--- src/wwsi_pkg.sv ---
// wwsi_pkg: shared types and constants of the whole-word string inclusion core.
// Holds command codes, controller states, datapath op codes and the
// command/status structs. Depends on nothing.
package wwsi_pkg;

   // default store depth in bytes
   localparam int unsigned MaxLenDefault = 256;

   // byte treated as word separator
   localparam logic [7:0] SPACE_BYTE = 8'h20;

   // request command codes
   typedef enum logic [1:0] {
      CMD_PATTERN = 2'd0,
      CMD_TEXT    = 2'd1,
      CMD_EVAL    = 2'd2
   } cmd_type;

   // controller states
   typedef enum logic [2:0] {
      S_IDLE,
      S_LEAD,
      S_TRIM,
      S_SCAN,
      S_TRY,
      S_TAIL,
      S_EMIT
   } state_type;

   // datapath operations
   typedef enum logic [3:0] {
      OP_IDLE,
      OP_APPEND,
      OP_START,
      OP_LEAD_STEP,
      OP_TRIM_INIT,
      OP_TRIM_STEP,
      OP_SCAN_INIT,
      OP_SCAN_SKIP,
      OP_TRY_INIT,
      OP_TRY_PSKIP,
      OP_TRY_TSKIP,
      OP_TRY_ADV,
      OP_TRY_FAIL,
      OP_TAIL_STEP,
      OP_RESULT
   } op_type;

   // controller -> datapath
   typedef struct packed {
      op_type op;
      logic   res_val;
      logic   load_rsp;
   } dp_cmd_type;

   // datapath -> controller
   typedef struct packed {
      logic p_lead_sp;  // pattern byte at read pointer is an in-range space
      logic t_lead_sp;  // text byte at read pointer is an in-range space
      logic p_empty;    // pattern read pointer at pattern count
      logic p_is_sp;    // pattern read byte is a space
      logic t_is_sp;    // text read byte is a space
      logic t_is_first; // text read byte equals first pattern byte
      logic bnd;        // text read pointer sits on a word boundary
      logic l3;         // pattern bytes remain in the compare window
      logic l4;         // text bytes remain
      logic y;          // previous pattern compare byte was a space
      logic z;          // previous text compare byte was a space
      logic bytes_eq;   // pattern and text read bytes equal
      logic rsp_free;   // output register can take a beat
   } dp_stat_type;

endpackage

--- src/wwsi_dp.sv ---
// wwsi_dp: datapath of the whole-word string inclusion core.
// Pattern and text stores, counts, pointers, compare flags and output register.
// Depends on wwsi_pkg.
module wwsi_dp #(
   parameter int unsigned MAX_LEN = wwsi_pkg::MaxLenDefault
) (
   input  logic                 clock,
   input  logic                 reset,
   input  logic [1:0]           req_cmd,
   input  logic [7:0]           req_data_byte,
   input  wwsi_pkg::dp_cmd_type cmd,
   output wwsi_pkg::dp_stat_type stat,
   output logic                 rsp_valid,
   output logic                 rsp_included,
   input  logic                 rsp_ready
);
   import wwsi_pkg::*;

   localparam int unsigned AW = $clog2(MAX_LEN);
   localparam int unsigned CW = $clog2(MAX_LEN + 1);
   localparam logic [CW-1:0] LenMax = CW'(MAX_LEN);
   localparam logic [CW-1:0] One    = CW'(1);

   logic [7:0] pmem [MAX_LEN];
   logic [7:0] tmem [MAX_LEN];

   logic [CW-1:0] pcnt_ff, pcnt_in, tcnt_ff, tcnt_in;
   logic [CW-1:0] pa_ff, pa_in, ta_ff, ta_in;
   logic [CW-1:0] p_beg_ff, p_beg_in, p_end_ff, p_end_in, t_pos_ff, t_pos_in;
   logic [7:0]    p_first_ff, p_first_in;
   logic [7:0]    p_rd_ff, t_rd_ff;
   logic          bnd_ff, bnd_in, y_ff, y_in, z_ff, z_in, res_ff, res_in;
   logic          rsp_valid_ff, rsp_valid_in, included_ff, included_in;
   logic          p_we, t_we;
   logic          p_is_sp, t_is_sp, l3, l4;

   // compare flags from registered read data and the pointers
   assign p_is_sp = (p_rd_ff == SPACE_BYTE);
   assign t_is_sp = (t_rd_ff == SPACE_BYTE);
   assign l3      = (pa_ff < p_end_ff);
   assign l4      = (ta_ff < tcnt_ff);

   always_comb begin
      stat.p_lead_sp  = (pa_ff < pcnt_ff) && p_is_sp;
      stat.t_lead_sp  = l4 && t_is_sp;
      stat.p_empty    = (pa_ff == pcnt_ff);
      stat.p_is_sp    = p_is_sp;
      stat.t_is_sp    = t_is_sp;
      stat.t_is_first = (t_rd_ff == p_first_ff);
      stat.bnd        = bnd_ff;
      stat.l3         = l3;
      stat.l4         = l4;
      stat.y          = y_ff;
      stat.z          = z_ff;
      stat.bytes_eq   = (p_rd_ff == t_rd_ff);
      stat.rsp_free   = !rsp_valid_ff || rsp_ready;
   end

   // next-state of pointers, counts and flags per op
   always_comb begin
      pcnt_in    = pcnt_ff;
      tcnt_in    = tcnt_ff;
      pa_in      = pa_ff;
      ta_in      = ta_ff;
      p_beg_in   = p_beg_ff;
      p_end_in   = p_end_ff;
      t_pos_in   = t_pos_ff;
      p_first_in = p_first_ff;
      bnd_in     = bnd_ff;
      y_in       = y_ff;
      z_in       = z_ff;
      res_in     = res_ff;
      p_we       = 1'b0;
      t_we       = 1'b0;
      case (cmd.op)
         OP_APPEND: begin
            if (req_cmd == CMD_PATTERN && pcnt_ff < LenMax) begin
               p_we    = 1'b1;
               pcnt_in = pcnt_ff + One;
            end
            if (req_cmd == CMD_TEXT && tcnt_ff < LenMax) begin
               t_we    = 1'b1;
               tcnt_in = tcnt_ff + One;
            end
         end
         OP_START: begin
            pa_in = '0;
            ta_in = '0;
         end
         OP_LEAD_STEP: begin
            if (stat.p_lead_sp) pa_in = pa_ff + One;
            if (stat.t_lead_sp) ta_in = ta_ff + One;
         end
         OP_TRIM_INIT: begin
            p_beg_in   = pa_ff;
            t_pos_in   = ta_ff;
            p_first_in = p_rd_ff;
            p_end_in   = pcnt_ff;
            pa_in      = pcnt_ff - One;
         end
         OP_TRIM_STEP: begin
            p_end_in = pa_ff;
            pa_in    = pa_ff - One;
         end
         OP_SCAN_INIT: begin
            ta_in  = t_pos_ff;
            bnd_in = 1'b1;
         end
         OP_SCAN_SKIP: begin
            ta_in  = ta_ff + One;
            bnd_in = t_is_sp;
         end
         OP_TRY_INIT: begin
            t_pos_in = ta_ff;
            pa_in    = p_beg_ff;
            y_in     = 1'b0;
            z_in     = 1'b0;
         end
         OP_TRY_PSKIP: begin
            pa_in = pa_ff + One;
         end
         OP_TRY_TSKIP: begin
            ta_in = ta_ff + One;
            y_in  = p_is_sp;
         end
         OP_TRY_ADV: begin
            pa_in = pa_ff + One;
            ta_in = ta_ff + One;
            y_in  = p_is_sp;
            z_in  = t_is_sp;
         end
         OP_TRY_FAIL: begin
            // candidate byte is not a space, so the next byte is off-boundary
            ta_in  = t_pos_ff + One;
            bnd_in = 1'b0;
         end
         OP_TAIL_STEP: begin
            pa_in = pa_ff + One;
         end
         OP_RESULT: begin
            res_in = cmd.res_val;
         end
         default: begin
         end
      endcase
      if (cmd.load_rsp) begin
         pcnt_in = '0;
         tcnt_in = '0;
      end
   end

   // output register
   always_comb begin
      rsp_valid_in = rsp_valid_ff && !rsp_ready;
      included_in  = included_ff;
      if (cmd.load_rsp) begin
         rsp_valid_in = 1'b1;
         included_in  = res_ff;
      end
   end

   assign rsp_valid    = rsp_valid_ff;
   assign rsp_included = included_ff;

   // control registers
   always_ff @(posedge clock) begin
      if (reset) begin
         pcnt_ff      <= '0;
         tcnt_ff      <= '0;
         rsp_valid_ff <= 1'b0;
      end else begin
         pcnt_ff      <= pcnt_in;
         tcnt_ff      <= tcnt_in;
         rsp_valid_ff <= rsp_valid_in;
      end
   end

   // pointer and payload registers
   always_ff @(posedge clock) begin
      pa_ff       <= pa_in;
      ta_ff       <= ta_in;
      p_beg_ff    <= p_beg_in;
      p_end_ff    <= p_end_in;
      t_pos_ff    <= t_pos_in;
      p_first_ff  <= p_first_in;
      bnd_ff      <= bnd_in;
      y_ff        <= y_in;
      z_ff        <= z_in;
      res_ff      <= res_in;
      included_ff <= included_in;
   end

   // byte stores: one write, one registered read at the next pointer
   always_ff @(posedge clock) begin
      if (p_we) pmem[pcnt_ff[AW-1:0]] <= req_data_byte;
      p_rd_ff <= pmem[pa_in[AW-1:0]];
   end

   always_ff @(posedge clock) begin
      if (t_we) tmem[tcnt_ff[AW-1:0]] <= req_data_byte;
      t_rd_ff <= tmem[ta_in[AW-1:0]];
   end

`ifndef SYNTHESIS
   a_cnt_bound: assert property (@(posedge clock) disable iff (reset)
      pcnt_ff <= LenMax && tcnt_ff <= LenMax)
      else $error("store count beyond depth");

   a_clear_on_load: assert property (@(posedge clock) disable iff (reset)
      cmd.load_rsp |=> (pcnt_ff == '0 && tcnt_ff == '0 && rsp_valid_ff))
      else $error("counts not cleared or response lost after result load");

   a_try_window: assert property (@(posedge clock) disable iff (reset)
      cmd.op == OP_TRY_ADV |-> (l3 && l4 && stat.bytes_eq))
      else $error("compare advanced outside window or on mismatch");
`endif

endmodule

--- config.mk ---
export PLATFORM = sky130hd
export DESIGN_NAME = wwsi_dp
export DESIGN_NICKNAME = d
export VERILOG_FILES = /design/src/wwsi_pkg.sv /design/src/wwsi_dp.sv
export SDC_FILE = /design/constraint.sdc
export NUM_CORES = 2
export LEC_CHECK = 0
export BUFFER_PORTS_ARGS = -buffer_cell sky130_fd_sc_hd__buf_2
export CAP_MARGIN = 20
export CORE_MARGIN = 2
export CORE_UTILIZATION = 55
export CTS_CLUSTER_DIAMETER = 60
export DETAILED_ROUTE_END_ITERATION = 6
export PLACE_DENSITY = 0.7
export SLEW_MARGIN = 0
export SYNTH_ARGS = -nofsm -noshare
export SYNTH_HDL_FRONTEND = slang
export SYNTH_SLANG_ARGS = --single-unit
--- constraint.sdc ---
create_clock -name clock -period 5.4 [get_ports clock]
set_input_delay 0.81 -clock clock [delete_from_list [all_inputs] [get_ports clock]]
set_output_delay 0.81 -clock clock [all_outputs]
set_load 0.02 [all_outputs]
# Word level (Yosys, flattened, before mapping)
# Memory sizes are Yosys's and may differ from the RTL's. A register that Yosys moved wholly into a read port is not among the register bits.
# Cells that the tools add are included.
[word_totals]
mem_count = 2
ram_bits = 4096
output_inout_bits = 15
elab_cells = 93
inputBits = 19
reg_bits = 77
[op_classes]
magnitude_cmp = 5
addsub = 7
n_reduce_logical = 24
n_mux = 17
eq_ne = 22
[mem_list]
columns = ["memory", "depth", "width", "read_ports", "rd_ports_with_merged_regs", "wr", "line", "text"]
rows = [
  ["pmem", 256, 8, 1, 1, 1, "wwsi_dp.sv:24", "logic [7:0] pmem [MAX_LEN];"],
  ["tmem", 256, 8, 1, 1, 1, "wwsi_dp.sv:25", "logic [7:0] tmem [MAX_LEN];"],
]
[op_table]
columns = ["cell", "n"]
rows = [
  ["$pmux 9 s6", 1],
  ["$add 9x1->9 const B", 5],
  ["$pmux 9 s5", 1],
  ["$eq 4x4->1 const B", 7],
  ["$lt 9x9->1", 3],
  ["$lt 9x9->1 const B", 2],
  ["$mux 9", 2],
  ["$pmux 9 s2", 1],
  ["$sub 9x1->9 const B", 2],
  ["$eq 4x3->1 const B", 4],
  ["$eq 8x6->1 const B", 2],
  ["$eq 8x8->1", 2],
  ["$eq 9x9->1", 1],
  ["$mux 1", 9],
  ["$eq 4x2->1 const B", 2],
  ["$reduce_and 2->1", 4],
  ["$reduce_bool 2->1", 3],
  ["$reduce_bool 6->1", 1],
  ["$reduce_or 2->1", 3],
  ["$reduce_or 3->1", 2],
  ["$logic_and 1x1->1", 5],
  ["$reduce_bool 5->1", 1],
  ["$eq 4x1->1 const B", 1],
  ["$ne 2x2->1 const B", 2],
  ["other kinds (7)", 9],
]

# Depth between registers and ports, before layout
[depth]
ltp_word = 6
mapped_depth = 22
depth_no_buf = 15

# Worst setup path before layout
# OpenSTA, ideal clock, no wires.
[synth_timing]
path_kind = "input to register"
from = "input port cmd[3] (netlist bit)"
to = "register p_rd_ff[3] (read register of pmem)"
stages = 18
setup_time_ns = 0.142
setup_slack_ns = 0.719
arrival_ns = 4.540
t_required_ns = 5.258
path_buffers = 6
path_cell_list = "clkbuf_1 > nor4bb_1 > buf_2 > clkbuf_1 > a21o_1 > inv_1 > ha_1 > o21ai_0 > a221oi_2 > buf_2 > buf_2 > clkbuf_1 > o211ai_1 > o211ai_1 > nand4_1 > o31a_1 > a2111oi_1 > nand4_1"
[synth_between]
elab_chain_cells = 3
elab_cells_between_ends = 10
cone_classes = "8 x eq/ne; 1 x mux; 1 x reduce/logical"
[synth_rtl]
columns = ["item", "line", "text"]
rows = [
  ["start, declared", "wwsi_dp.sv:11", "input wwsi_pkg::dp_cmd_type cmd,"],
  ["$eq 4x4->1", "wwsi_dp.sv:75", "case (cmd.op)"],
  ["$reduce_or 3->1 (no line)", "-", ""],
  ["$pmux 9 s6 *", "wwsi_dp.sv:75", ""],
  ["end, declared", "wwsi_dp.sv:31", "logic [7:0] p_rd_ff, t_rd_ff;"],
]
# Mark *: on every way between the ends. The rest lies on a longest branch, timed or not.
# A chain may end at the register's enable or synchronous reset.

# Worst setup path after layout
[layout_timing]
from = "register p_rd_ff[5] (read register of pmem)"
to = "register p_rd_ff[2] (read register of pmem)"
[layout_between]
elab_chain_cells = 4
[layout_rtl]
columns = ["item", "line", "text"]
rows = [
  ["$eq 8x6->1", "wwsi_dp.sv:38", "assign p_is_sp = (p_rd_ff == SPACE_BYTE);"],
  ["$logic_and 1x1->1", "wwsi_dp.sv:44", "stat.p_lead_sp = (pa_ff < pcnt_ff) && p_is_sp;"],
  ["$mux 9", "wwsi_dp.sv:91", "if (stat.p_lead_sp) pa_in = pa_ff + One;"],
  ["$pmux 9 s6", "wwsi_dp.sv:75", ""],
]
# No other way between the ends. The select of a mux whose other input is x is not followed.

==> qor.csv <==
stage,metric,value,unit
power,p_leak,64.3,nW
global_routing,gr-usage-all-layers,32.8,%
yosys,synth_cells,11200,
sta,worst_slew_pin_slew,1.22,ns
cells_and_area,final_common_cell,edfxtp_1,
placement,port_buffers,33,
worst_setup_path,worstPathMaxFanout,13,
worst_setup_path,cp-start-kind,register,
floorplan,ios,34,
worst_setup_path,slowest_stage,nor4_4,
yosys,ys_ff_latch,4189,
route,wl,517000,um
sta,hold_violations,0,
sta,max_slew_margin,18.2,%
cells_and_area,fin_cells,16200,
sta,rsz0062_at_grt,yes,
clock_tree,clk_latency,0.98,ns
sta,fin_skew,0.0420,ns
cells_and_area,fin_area,193000,um2
worst_setup_path,crit_path_frequent_cell,buf_4,
worst_setup_path,slowest_delay,0.88,ns
worst_setup_path,arrival,6.25,ns
global_routing,antenna_found_initial,25,
sta,timing.final.crit_share,99.5,%
power,peakVddDrop,0.349,mV
floorplan,die_y,557,um
yosys,syn-num-nets,11300,
floorplan,dieArea,311000,um2
cells_and_area,area_growth,14.4,%
cells_and_area,nFillCells,21600,
cells_and_area,drive_gt1_share,15.9,%
outcome,run_status,"complete, no violations",
yosys,synth_seq_area_share,74.4,%
sta,finalSetupViolations,0,
global_routing,grt_pass1_vias,102000,
yosys,ys.flop_type,edfxtp_1,
global_routing,grt_overflow,0,
route,routedWlPerCell,31.9,um
clock_tree,cts_buffer_depth,4,
floorplan,core_area,305000,um2
flow_run,maxCapViolCount,0,
sta,drv_slew,0,
route,vias_per_cell,6.61,
yosys,async_flop_share,0,%
worst_setup_path,required,6.28,ns
clock_tree,path_clk_slew,0.06,ns
yosys,ys_warn_count,0,
route,ant_nets,0,
clock_tree,root_buffer,clkbuf_16,
worst_setup_path,path_class,register to register,
route,drt-initial-drc-count,16100,
placement,placed_cell_area,179000,um2
worst_setup_path,worstPathCellList,or4b_4 > or3_1 > a211o_1 > buf_4 > o41ai_1 > o311a_1 > inv_2 > nor4_4 > buf_12 > o211ai_1 > nand4_1 > buf_4 > a311oi_1 > buf_4 > o311ai_0 > nand4bb_1,
global_routing,grt_max_degree,157,
yosys,synth_edf_count,4138,
yosys,syn_area_per_cell,15.0,um2
floorplan,dieWidth,557,um
clock_tree,cts.sinks,4189,
clock_tree,cts_tree,done,
sta,layout_min_cycle_time,5.38,ns
placement,dp.cells,15400,
placement,gp_congestion,1.00,
clock_tree,numCtsBuffers,413,
worst_setup_path,cp-end-kind,register,
floorplan,start_util,55.1,%
cells_and_area,final_nets,11800,
power,power.density,450,nW/um2
yosys,synth_cell_types,94,
route,remaining_drc_errors,0,
placement,dp_hpwl,326000,um
route,drt-pass1-iter-count,7,
yosys,synth_area,168000,um2
sta,fmax,186,MHz
floorplan,placementRows,203,
power,power,0.0867,W
clock_tree,htreeDepth,5,
global_routing,grt_pass1_wl,734000,um
cells_and_area,final_cell_mix,"edfxtp_1 (4138), nand2_1 (1867), buf_4 (722)",
sta,setup_tns,0,ns
route,num_vias,107000,
min_path,hold_class,primary input to register,
## stage by stage
| step | hold WS, ns | setup WS, ns | utilization (%) |
|---|---|---|---|
| floorplan | 0.400 | 0.719 | - |
| global placement | 0.404 | -0.835 | 58.6 |
| detailed placement | 0.422 | -0.877 | 58.6 |
| CTS | 0.0221 | 0.00783 | 63.0 |
| global route | 0.0639 | 0.0231 | 63.1 |
| finish | 0.0655 | 0.0246 | 63.1 |
## synthesized netlist by cell type (58+ instances only)
cell type / n / share of area (%)
inv_1: 157 / 0.35
o211ai_1: 325 / 1.4
nand3_1: 463 / 1.4
buf_1: 102 / 0.23
a32oi_1: 202 / 1.1
o22ai_1: 81 / 0.30
mux2_2: 147 / 0.98
a21oi_1: 323 / 0.96
mux2i_1: 463 / 2.8
and3_1: 186 / 0.69
nand2_1: 1879 / 4.2
nand4_1: 101 / 0.38
a211oi_1: 183 / 0.82
clkbuf_1: 367 / 0.82
a32o_1: 58 / 0.34
buf_2: 257 / 0.76
edfxtp_1: 4138 / 74
a31oi_1: 122 / 0.45
nor2_1: 642 / 1.4
a22oi_1: 91 / 0.41
mux4_2: 180 / 2.4
## where the power goes
part	internal, W	total, W	switching (W)
Combinational	0.00756	0.0219	0.0143
Sequential	0.0358	0.0360	0.000171
Clock	0.0164	0.0288	0.0125
## repair_timing
| action | 4_1_cts | 5_1_grt |
|---|---|---|
| hold buffers | 2 | 0 |
| setup endpoints to repair | 11 | 15 |
| resized for setup | 10 | 11 |
| hold endpoints to repair | 2 | 0 |
| pin swaps | 1 | 4 |
| gates cloned | 0 | 1 |
| buffers inserted | 3 | 4 |
## sequential cells by signal, summed over array words and instances, names as in the netlist, 8 cells and up
name        cells
p_beg_ff        9
p_end_ff        9
p_first_ff      8
p_rd_ff         8
pa_ff           9
pcnt_ff         9
pmem         2048
t_pos_ff        9
t_rd_ff         8
ta_ff           9
tcnt_ff         9
tmem         2048
## logic make-up after synthesis
| group | Yosys count | share of synthesized area [%] |
|---|---|---|
| AO/OA/AOI/OAI | 1778 | 7.76 |
| XOR/XNOR | 38 | 0.198 |
| AND/OR/NAND/NOR | 3452 | 8.81 |
| buffers and inverters | 925 | 2.35 |
| adder cells (fa/ha/maj) | 37 | 0.275 |
| flip-flops | 4189 | 74.4 |
| multiplexers | 797 | 6.19 |
## critical path, delay by kind of cell (launching register included)
family | cells | cell delay [ns]
flops | 1 | 0.41
compound gates | 6 | 1.66
simple gates | 5 | 2.20
buf+inv | 5 | 1.00
## layout make-up
| cell class | count | area, um2 | share of cell area, % |
|---|---|---|---|
| sequential | 4189 | 125000 | 65.0 |
| clock buffer | 493 | 10700 | 5.54 |
| clock inverter | 267 | 2840 | 1.47 |
| multi-input combinational | 6102 | 39600 | 20.6 |
| tap | 4100 | 5130 | 2.66 |
| antenna | 18 | 45.0 | 0.0234 |
| timing repair buffer | 895 | 8430 | 4.37 |
| inverter | 165 | 652 | 0.338 |
## layer usage
layer  GRT usage (%)  part of all wire, %  vias to the layer above
met5               0                0.033                        -
met3            6.82                   11                     1540
li1                -                    -                    44600
met1            43.2                   36                    53600
met2            50.1                   45                     7468
met4            21.3                  7.6                       28
## final timing paths
| path | cells past startpoint | slack (ns) | to | start |
|---|---|---|---|---|
| worst max-delay path | 16 | 0.02 | p_rd_ff[2] | p_rd_ff[5] |
| worst min-delay path | 1 | 0.07 | rsp_included | cmd[0] |
| worst max register to register | 16 | 0.02 | p_rd_ff[2] | p_rd_ff[5] |
| worst min register to register | 0 | 0.43 | rsp_included | res_ff |
Power figures use the tool's default switching activity.
