--- src/wwsi_pkg.sv ---
// wwsi_pkg: shared types and constants of the whole-word string inclusion core.
// Holds command codes, controller states, datapath op codes and the
// command/status structs. Depends on nothing.
package wwsi_pkg;

   // default store depth in bytes
   localparam int unsigned MaxLenDefault = 256;

   // byte treated as word separator
   localparam logic [7:0] SPACE_BYTE = 8'h20;

   // request command codes
   typedef enum logic [1:0] {
      CMD_PATTERN = 2'd0,
      CMD_TEXT    = 2'd1,
      CMD_EVAL    = 2'd2
   } cmd_type;

   // controller states
   typedef enum logic [2:0] {
      S_IDLE,
      S_LEAD,
      S_TRIM,
      S_SCAN,
      S_TRY,
      S_TAIL,
      S_EMIT
   } state_type;

   // datapath operations
   typedef enum logic [3:0] {
      OP_IDLE,
      OP_APPEND,
      OP_START,
      OP_LEAD_STEP,
      OP_TRIM_INIT,
      OP_TRIM_STEP,
      OP_SCAN_INIT,
      OP_SCAN_SKIP,
      OP_TRY_INIT,
      OP_TRY_PSKIP,
      OP_TRY_TSKIP,
      OP_TRY_ADV,
      OP_TRY_FAIL,
      OP_TAIL_STEP,
      OP_RESULT
   } op_type;

   // controller -> datapath
   typedef struct packed {
      op_type op;
      logic   res_val;
      logic   load_rsp;
   } dp_cmd_type;

   // datapath -> controller
   typedef struct packed {
      logic p_lead_sp;  // pattern byte at read pointer is an in-range space
      logic t_lead_sp;  // text byte at read pointer is an in-range space
      logic p_empty;    // pattern read pointer at pattern count
      logic p_is_sp;    // pattern read byte is a space
      logic t_is_sp;    // text read byte is a space
      logic t_is_first; // text read byte equals first pattern byte
      logic bnd;        // text read pointer sits on a word boundary
      logic l3;         // pattern bytes remain in the compare window
      logic l4;         // text bytes remain
      logic y;          // previous pattern compare byte was a space
      logic z;          // previous text compare byte was a space
      logic bytes_eq;   // pattern and text read bytes equal
      logic rsp_free;   // output register can take a beat
   } dp_stat_type;

endpackage

--- src/wwsi_ctrl.sv ---
// wwsi_ctrl: controller state machine of the whole-word string inclusion core.
// Sequences loading, leading skip, trim, candidate scan and compare.
// Depends on wwsi_pkg.
module wwsi_ctrl (
   input  logic                  clock,
   input  logic                  reset,
   input  logic                  req_valid,
   input  logic [1:0]            req_cmd,
   output logic                  req_ready,
   input  wwsi_pkg::dp_stat_type stat,
   output wwsi_pkg::dp_cmd_type  cmd
);
   import wwsi_pkg::*;

   state_type state_ff, state_in;
   logic      req_fire;

   assign req_ready = (state_ff == S_IDLE);
   assign req_fire  = req_valid && req_ready;

   // state register
   always_ff @(posedge clock) begin
      if (reset) begin
         state_ff <= S_IDLE;
      end else begin
         state_ff <= state_in;
      end
   end

   // next state and datapath ops
   always_comb begin
      state_in     = state_ff;
      cmd.op       = OP_IDLE;
      cmd.res_val  = 1'b0;
      cmd.load_rsp = 1'b0;
      unique case (state_ff)
         S_IDLE: begin
            if (req_fire) begin
               case (req_cmd)
                  CMD_PATTERN, CMD_TEXT: cmd.op = OP_APPEND;
                  CMD_EVAL: begin
                     cmd.op   = OP_START;
                     state_in = S_LEAD;
                  end
                  default: cmd.op = OP_IDLE;
               endcase
            end
         end
         // drop leading spaces of both strings in parallel
         S_LEAD: begin
            if (stat.p_lead_sp || stat.t_lead_sp) begin
               cmd.op = OP_LEAD_STEP;
            end else if (stat.p_empty || !stat.l4) begin
               cmd.op      = OP_RESULT;
               cmd.res_val = stat.p_empty && !stat.l4;
               state_in    = S_EMIT;
            end else begin
               cmd.op   = OP_TRIM_INIT;
               state_in = S_TRIM;
            end
         end
         // drop trailing spaces of the pattern
         S_TRIM: begin
            if (stat.p_is_sp) begin
               cmd.op = OP_TRIM_STEP;
            end else begin
               cmd.op   = OP_SCAN_INIT;
               state_in = S_SCAN;
            end
         end
         // look for a candidate start on a word boundary
         S_SCAN: begin
            if (!stat.l4) begin
               cmd.op      = OP_RESULT;
               cmd.res_val = 1'b0;
               state_in    = S_EMIT;
            end else if (!stat.t_is_first || !stat.bnd) begin
               cmd.op = OP_SCAN_SKIP;
            end else begin
               cmd.op   = OP_TRY_INIT;
               state_in = S_TRY;
            end
         end
         // space-collapsing compare from the candidate
         S_TRY: begin
            if (!stat.l3) begin
               // pattern used up: match only if text ends or a space follows
               if (!stat.l4 || stat.t_is_sp) begin
                  cmd.op      = OP_RESULT;
                  cmd.res_val = 1'b1;
                  state_in    = S_EMIT;
               end else begin
                  cmd.op   = OP_TRY_FAIL;
                  state_in = S_SCAN;
               end
            end else if (!stat.l4) begin
               state_in = S_TAIL;
            end else if (stat.p_is_sp && stat.y) begin
               cmd.op = OP_TRY_PSKIP;
            end else if (stat.t_is_sp && stat.z) begin
               cmd.op = OP_TRY_TSKIP;
            end else if (stat.bytes_eq) begin
               cmd.op = OP_TRY_ADV;
            end else begin
               cmd.op   = OP_TRY_FAIL;
               state_in = S_SCAN;
            end
         end
         // text used up: only spaces may remain in the pattern
         S_TAIL: begin
            if (stat.l3 && stat.p_is_sp) begin
               cmd.op = OP_TAIL_STEP;
            end else if (!stat.l3) begin
               cmd.op      = OP_RESULT;
               cmd.res_val = 1'b1;
               state_in    = S_EMIT;
            end else begin
               cmd.op   = OP_TRY_FAIL;
               state_in = S_SCAN;
            end
         end
         S_EMIT: begin
            if (stat.rsp_free) begin
               cmd.load_rsp = 1'b1;
               state_in     = S_IDLE;
            end
         end
         default: state_in = S_IDLE;
      endcase
   end

`ifndef SYNTHESIS
   a_load_when_free: assert property (@(posedge clock) disable iff (reset)
      cmd.load_rsp |-> stat.rsp_free)
      else $error("result loaded over a pending response beat");

   a_eval_starts: assert property (@(posedge clock) disable iff (reset)
      (req_fire && req_cmd == CMD_EVAL) |=> state_ff == S_LEAD)
      else $error("evaluate beat did not start the walk");

   a_append_in_idle: assert property (@(posedge clock) disable iff (reset)
      cmd.op == OP_APPEND |-> (req_fire && (req_cmd == CMD_PATTERN || req_cmd == CMD_TEXT)))
      else $error("store append without an accepted load beat");
`endif

endmodule

--- config.mk ---
export PLATFORM = sky130hd
export DESIGN_NAME = wwsi_ctrl
export DESIGN_NICKNAME = d
export VERILOG_FILES = /design/src/wwsi_pkg.sv /design/src/wwsi_ctrl.sv
export SDC_FILE = /design/constraint.sdc
export NUM_CORES = 1
export LEC_CHECK = 0
export ABC_AREA = 1
export BUFFER_PORTS_ARGS = -buffer_cell sky130_fd_sc_hd__buf_4
export CORE_ASPECT_RATIO = 0.9
export CORE_UTILIZATION = 43
export CTS_BUF_LIST = sky130_fd_sc_hd__clkbuf_16
export CTS_CLUSTER_SIZE = 8
export DETAILED_ROUTE_END_ITERATION = 10
export PLACE_DENSITY = 0.74
export SYNTH_ARGS = -nofsm -noshare
export SYNTH_HDL_FRONTEND = slang
export SYNTH_SLANG_ARGS = --single-unit
--- constraint.sdc ---
create_clock -name clock -period 1.25 [get_ports clock]
set_input_delay 0.25 -clock clock [delete_from_list [all_inputs] [get_ports clock]]
set_output_delay 0.25 -clock clock [all_outputs]
set_load 0.1 [all_outputs]
==> summary.md, run 1 <==
| Metric | Value |
|---|---|
| Status | `stopped before the end` |
| Failing step | `global routing (5_1_grt)` |
| Error Message | `[ERROR GRT-0232] Routing congestion too high. Check the congestion heatmap in the GUI.` |
| Placer congestion estimate | `0.8349` |
| Cell Rows | `13` |
| Post-Syn Nets | `129` |
| Clock buffer depth | `2` |
| Port buffer count | `24` |
| CTS root buf | `clkbuf_16` |
| Dpl ws | `-0.5429 ns` |
| Critical endpoint after global-route timing repair | `cmd[3]` |
| Sequential share of the synthesized area | `8.824%` |
| Largest net degree at the start of global routing | `8` |
| Chip height | `39.75 um` |
| Dpl hpwl | `1732 um` |
| Overall Global Routing Usage | `63.09%` |
| CTS sink cnt | `3` |
| Syn Std Cell Area | `680.7 um^2` |
| Mean Syn Cell Area | `6.132 um^2` |
| Inst Count DP | `170` |
| Yosys warns | `0` |
| Die W | `43.94 um` |
| Congestion Overflow GR | `7` |
| Worst EP kind | `output port` |
| Synth Register Bits | `3` |
| # IOs | `25` |
| Distinct cells, synth | `28` |
| Htree depth | `1` |
| TritonCTS Buffers | `3` |
| Mapped Cells | `111` |
| Initial Util | `46.50%` |
stage by stage:
step                      setup TNS (ns)  utilization, %  hold WS [ns]  instance area, um^2
after CTS                         -3.136           89.40        0.2695                 1309
after floorplan                   -5.963               -        0.4174                739.5
after detailed placement          -3.250           73.33        0.5168                 1074
after global placement            -2.814           73.33        0.5114                 1074
timing repair:
| action | CTS |
|---|---|
| hold buffers | 0 |
| setup endpoints to repair | 10 |
| gates resized for setup | 34 |
| pin swaps | 9 |
| setup buffers | 4 |
cells in the mapped netlist (all sizes together):
cell	number	area share, %
buf	3	5.5
o311ai	1	1.3
inv	16	11
o211ai	2	2.2
o21ai	2	1.5
nor3	1	0.73
nand2	34	26
o21a	1	1.1
nand4	2	1.8
nor4	1	0.92
nor3b	2	2.2
a21oi	7	5.1
nor2	22	22
nand3b	1	1.1
nand3	13	9.6
dfxtp	3	8.8
cell families after synthesis:
logic type | count (synthesis) | synth area share [%]
AND/OR/NAND/NOR | 76 | 63.42
buffers and inverters | 19 | 16.54
AO/OA/AOI/OAI | 13 | 11.21
flip-flops | 3 | 8.824
metal layers:
| metal | track usage (%) | GRT overflow |
|---|---|---|
| met1 | 56.95 | 0 |
| met2 | 89.55 | 4 |
| met3 | 37.33 | 0 |
| met4 | 78.79 | 3 |
| met5 | 12.00 | 0 |
==> run 2, diff against run 1 <==
- CORE_AREA: default -> 2 2 63 65
- CORE_ASPECT_RATIO: 0.9 -> default
- CORE_UTILIZATION: 43 -> default
- CTS_BUF_LIST: sky130_fd_sc_hd__clkbuf_16 -> default
- CTS_CLUSTER_SIZE: 8 -> default
- DIE_AREA: default -> 0 0 65 67
- PLACE_DENSITY: 0.74 -> default
- PLACE_DENSITY_LB_ADDON: default -> 0.15
- clock period: 1.25 -> 1.62 ns (I/O delays scaled with it)
==> run 2 against run 1 <==
  * The flow now finishes, with violations (setup timing)
  * Synthesized area unchanged
  * Synthesized cell count is the same
==> summary.md, run 2 <==
| Metric | Value |
|---|---|
| Status | `complete, but fails checks` |
| Failing checks | `setup timing` |
| WP data arrival | `1.48 ns` |
| Most frequent cell after synthesis | `nand2_1` |
| Uppermost layer routed | `met3` |
| Cell Rows | `22` |
| Crit Path Class | `flop to output port` |
| Pleak | `0.6544 nW` |
| Area share of the largest cell type after synthesis | `14.89%` |
| Max-Cap Viols | `0` |
| Setup TNS Final | `-0.8186 ns` |
| Core Util, Final | `36.68%` |
| Clock latency on the worst-skew pair | `0.21 ns` |
| Post-Route M1 WL | `1005 um` |
| Ant. Diodes | `0` |
| TritonCTS Buffers | `3` |
| Headroom to the max-slew limit | `81.60%` |
| Die W | `65 um` |
| RSZ-0062 raised after global routing | `yes` |
| Vias/cell | `4.100` |
| Distinct cells, synth | `28` |
| Most common cell after layout, fill and taps aside | `buf_4` |
| Async SR Flop Fraction | `0%` |
| Detailed-route wire length | `2149 um` |
| Initial antenna violation count | `0` |
| Peak VDD IR | `0.9972 mV` |
| Global-route wire length before repair | `3822 um` |
| Hold Crit Class | `primary input to flop` |
| Fin crit share | `111.1%` |
| ANT nets after route | `0` |
| Hold Buf Count CTS | `0` |
| Area Overhead vs Synth | `94.30%` |
| Most frequent cells in the layout | `buf_4 (40), nand2_1 (25), inv_1 (12), nand3_1 (10), nor2_1 (10)` |
| Top Registers | `state_ff x3` |
| WL per Instance | `10.18 um` |
| Placer congestion estimate | `0.7958` |
| Setup violators final | `6` |
| DR iter-0 viols | `28` |
| Congestion Overflow GR | `0` |
| Worst-margin pin slew | `0.2747 ns` |
| CTS sink cnt | `3` |
| Syn Std Cell Area | `680.7 um^2` |
| Post-synth top flop | `dfxtp_1` |
| Overall Global Routing Usage | `10.95%` |
| Die ar. | `0.004355 mm^2` |
| Worst EP required | `1.30 ns` |
| Sequential share of the synthesized area | `8.824%` |
| Largest net degree at the start of global routing | `8` |
| CORE AREA | `0.003606 mm^2` |
| Met2 routed WL | `1038 um` |
| Largest area contributor in the netlist | `nand2_1` |
| Synth area leaders | `nand2_1 (15%), nand3_1 (9.6%), dfxtp_1 (8.8%)` |
| Yosys warns | `0` |
| CTS root buf | `clkbuf_8` |
| Pre-Repair DR Iteration Count | `4` |
| Met3 WL | `106 um` |
| Mapped Cells | `111` |
| # IOs | `25` |
| Mean Syn Cell Area | `6.132 um^2` |
| Post-Syn Nets | `129` |
| Port buffer count | `24` |
| Max Freq | `555.6 MHz` |
| Most instantiated cells after synthesis | `nand2_1 (27), nand3_1 (13), inv_1 (12), nor2_1 (12), a21oi_1 (7)` |
| Pwr dens | `1906 mW/mm^2` |
| Placed instance area | `0.001107 mm^2` |
| Fin nets | `182` |
| Htree depth | `1` |
| Largest Register | `state_ff` |
| Final hold slack | `0.3625 ns` |
| Share of layout cells above drive strength 1 | `55.21%` |
| Critical Path Fanout Max | `4` |
| Setup Skew | `0.002401 ns` |
| Clock buffer depth | `2` |
| Power, Total | `2.521 mW` |
| Final Worst Setup Slack | `-0.1797 ns` |
| Crit. End Element | `output port` |
| Max reg flops | `3` |
| Dpl hpwl | `1810 um` |
| Vias | `865` |
| Initial Util | `18.88%` |
| Vias in the first global route | `883` |
| Synth Register Bits | `3` |
| Final critical-path required period | `1.800 ns` |
| Final instance area | `0.001323 mm^2` |
| DRC violations left | `0` |
| CTS tree | `built` |
| Clk slew on worst S/H paths | `0.03 ns` |
| Final Max Slew Viols | `0` |
| Chip height | `67 um` |
| Critical path startpoint category | `flop` |
| Final Hold Violating Endpoints | `0` |
| EDFF count, synth | `0` |
run 2: area by class of cell:
class | count | area (um^2)
Fill cell | 384 | 2283
Inverter | 16 | 80.08
Tap cell | 48 | 60.06
Sequential cell | 3 | 71.32
Timing Repair Buffer | 51 | 449.2
Multi-Input combinational cell | 89 | 616.8
Clock buffer | 4 | 45.04
run 2: critical path, stage by stage, from the launching register on:
cell and delay, ns:
dfxtp_4 0.35, buf_6 0.13, clkinv_8 0.06, nand2_8 0.06, nor2_8 0.10, nand2_2 0.06, o21a_1 0.18, nand4_1 0.12
buf_8 0.21
run 2: stage by stage:
| stage | worst slack (ns) | instances |
|---|---|---|
| after floorplan | -1.375 | 111 |
| after global placement | -0.1635 | 204 |
| after detailed placement | -0.1447 | 204 |
| after CTS | -0.2249 | 210 |
| after global routing | -0.2428 | 211 |
| final | -0.1797 | 211 |
run 2: logic make-up after synthesis:
family          synth area share, %
compound gates                11.21
buf+inv                       16.54
flops                         8.824
simple gates                  63.42
run 2: what timing repair did:
item                                    CTS  global route
resized for setup                        25            13
hold endpoints to repair                  0             0
pin swaps                                 6             4
setup buffers                             2             1
endpoints found under the setup margin    7             7
run 2: where the power goes:
part | switching, mW | internal (mW) | total [mW]
registers | 0.0700 | 0.120 | 0.189
logic | 1.31 | 0.810 | 2.12
clock network | 0.0470 | 0.168 | 0.215
total | 1.42 | 1.10 | 2.52
run 2: path summary, 6_finish.rpt:
kind                                                from                        to  slack [ns]  cells after the start
worst min-delay path                               reset  state_ff[2]$_SDFFE_PP0P_        0.36                      4
worst max-delay path            state_ff[1]$_SDFFE_PP0P_                    cmd[3]       -0.18                      8
worst min register to register  state_ff[0]$_SDFFE_PP0P_  state_ff[0]$_SDFFE_PP0P_        0.67                      3
worst max register to register  state_ff[1]$_SDFFE_PP0P_  state_ff[2]$_SDFFE_PP0P_        0.23                     11
run 2: routing by layer:
metal	track usage (%)	vias to the layer above
li1	-	460
met3	1.014	0
met1	14.86	382
met4	4.255	0
met2	17.78	23
met5	0	-
Note: power is estimated with default switching activity, not from simulation.
==> run 3, diff against run 2 <==
- PLACE_DENSITY: default -> 0.33
- PLACE_DENSITY_LB_ADDON: 0.15 -> default
==> run 3 against run 2 <==
  * The flow still finishes with violations (setup timing)
  * Critical path depth decreased by 1
  * Sequential cell count unchanged
  * Global-route usage increased by 0.42 points
  * Cell area increased by 5.6%
  * Register-to-register slack got worse by 0.08 ns
  * Clock power about the same
  * Hold slack got worse by 0.0027 ns
  * Combinational power increased by 4%
  * Via count increased by 3.6%
  * Cell count increased by 2.4%
  * Clock skew decreased by 0.0017 ns
  * Critical path type unchanged
==> summary.md, run 3 (synthesis results as in run 2) <==
| Metric | Value |
|---|---|
| Dpl ws | `-0.1740 ns` |
| Max-Cap Viols | `0` |
| Largest stage delay, worst path | `0.39 ns` |
| Ant. Diodes | `0` |
| Largest Register | `state_ff` |
| Pwr dens | `1887 mW/mm^2` |
| Flop pwr share | `8.1%` |
| Port buffer count | `24` |
| Internal power | `1.164 mW` |
| TritonCTS Buffers | `3` |
| Fin crit share | `111.6%` |
| Global-route wire length before repair | `3808 um` |
| Setup violators final | `6` |
| Detailed-route wire length | `2325 um` |
| Congestion Overflow GR | `0` |
| Most frequent cells in the layout | `buf_4 (46), nand2_1 (24), inv_1 (12), nor2_4 (10), nor2_1 (10)` |
| Headroom to the max-slew limit | `79.47%` |
| Dpl hpwl | `1895 um` |
| Critical Path Fanout Max | `6` |
| # IOs | `25` |
| Pre-Repair DR Iteration Count | `4` |
| Fin nets | `187` |
| Max reg flops | `3` |
| Overall Global Routing Usage | `11.38%` |
| Vias/cell | `4.148` |
| Worst Setup SP | `state_ff[1]$_SDFFE_PP0P_` |
| R2R depth | `11` |
| Clock buffer depth | `2` |
| Core Util, Final | `38.72%` |
| Hold Crit Start | `reset` |
| Max Freq | `553.2 MHz` |
| Area Overhead vs Synth | `105.1%` |
| Final Hold Violating Endpoints | `0` |
| Critical path's slowest cell | `dfxtp_4` |
| Inst Count DP | `207` |
| Setup TNS Final | `-0.8018 ns` |
| Status | `complete, but fails checks` |
| Critical path startpoint category | `flop` |
| Peak VDD IR | `1.287 mV` |
| Final critical-path required period | `1.808 ns` |
| Largest net degree at the start of global routing | `8` |
| WP data arrival | `1.48 ns` |
| Cell Rows | `22` |
| Most common cell after layout, fill and taps aside | `buf_4` |
| Vias in the first global route | `887` |
| Net Sw Power | `1.471 mW` |
| Finished Layout Cells | `216` |
| Share of layout cells above drive strength 1 | `58.33%` |
| Final hold slack | `0.3598 ns` |
| Switching power share of the total | `55.83%` |
| Die ar. | `0.004355 mm^2` |
| RSZ-0062 raised after global routing | `yes` |
| Clk slew on worst S/H paths | `0.03 ns` |
| Worst hold stages | `4` |
| Final Worst Setup Slack | `-0.1877 ns` |
| Crit. End Element | `output port` |
| Failing checks | `setup timing` |
| Power, Total | `2.636 mW` |
| Final Max Slew Viols | `0` |
| Pleak | `0.6801 nW` |
| Top Registers | `state_ff x3` |
| Placer congestion estimate | `0.7882` |
| CTS root buf | `clkbuf_8` |
| Hold Crit Class | `primary input to flop` |
| Clock latency on the worst-skew pair | `0.22 ns` |
| Crit path cell chain | `inv_12 > nand2_8 > nor2_8 > nand2_2 > o21a_1 > nand4_1 > buf_8` |
| Worst r2r src | `state_ff[1]$_SDFFE_PP0P_` |
| Combinational group share of total power | `83.6%` |
| Htree depth | `1` |
| Crit Path Class | `flop to output port` |
| Die W | `65 um` |
| Worst-margin pin slew | `0.3066 ns` |
| Vias | `896` |
| Clock share of power | `8.3%` |
| Initial antenna violation count | `0` |
| DRC violations left | `0` |
| Setup Skew | `0.0007326 ns` |
| Worst EP required | `1.30 ns` |
| CTS sink cnt | `3` |
| Initial Util | `18.88%` |
| Placed instance area | `0.001142 mm^2` |
| WL per Instance | `10.76 um` |
| Chip height | `67 um` |
| CTS tree | `built` |
| CORE AREA | `0.003606 mm^2` |
| Final instance area | `0.001396 mm^2` |
| ANT nets after route | `0` |
| DR iter-0 viols | `10` |
[run 3: cell count changes in the layout (fill, tap and decap cells not counted), sizes merged]
| cell | delta |
|---|---|
| buf | +5 |
| clkinv | -1 |
| inv | +1 |
[run 3: critical path, delay by kind of cell (launching register included)]
kind / cells / cell delay, ns
compound gates: 1 / 0.20
buf+inv: 2 / 0.29
flops: 1 / 0.39
simple gates: 4 / 0.39
[run 3: power by group through the flow]
| stage | Sequential [mW] | Clock, mW | Combinational (mW) |
|---|---|---|---|
| 3_5_place_dp | 0.167 | 0 | 1.87 |
| 4_1_cts | 0.179 | 0.222 | 2.13 |
| 5_1_grt | 0.221 | 0.230 | 2.34 |
| 2_1_floorplan | 0.115 | 0 | 1.43 |
| 3_3_place_gp | 0.167 | 0 | 1.88 |
| 6_report | 0.214 | 0.218 | 2.20 |
[run 3: final cells by class]
type | instances | area, um^2
Tap cell | 48 | 60.06
Sequential cell | 3 | 71.32
Clock buffer | 4 | 45.04
Timing Repair Buffer | 56 | 496.7
Multi-Input combinational cell | 89 | 643.1
Inverter | 16 | 80.08
Fill cell | 404 | 2210
[run 3: final timing paths]
path | endpoint | slack [ns]
setup / recovery | cmd[3] | -0.19
hold / removal | state_ff[0]$_SDFFE_PP0P_ | 0.36
setup reg to reg | state_ff[2]$_SDFFE_PP0P_ | 0.15
hold reg to reg | state_ff[1]$_SDFFE_PP0P_ | 0.74
[run 3: what timing repair did]
action	CTS	global route
setup endpoints to repair	7	7
hold buffers	0	0
gates resized for setup	33	12
pin swaps	8	6
setup buffers	3	3
[run 3: layer usage]
| metal | share of wire [%] | GRT usage [%] | vias up |
|---|---|---|---|
| li1 | - | - | 470 |
| met1 | 44 | 14.04 | 404 |
| met2 | 53 | 20.36 | 20 |
| met3 | 3.1 | 1.689 | 2 |
| met4 | 0.34 | 3.191 | 0 |
| met5 | 0 | 0 | - |
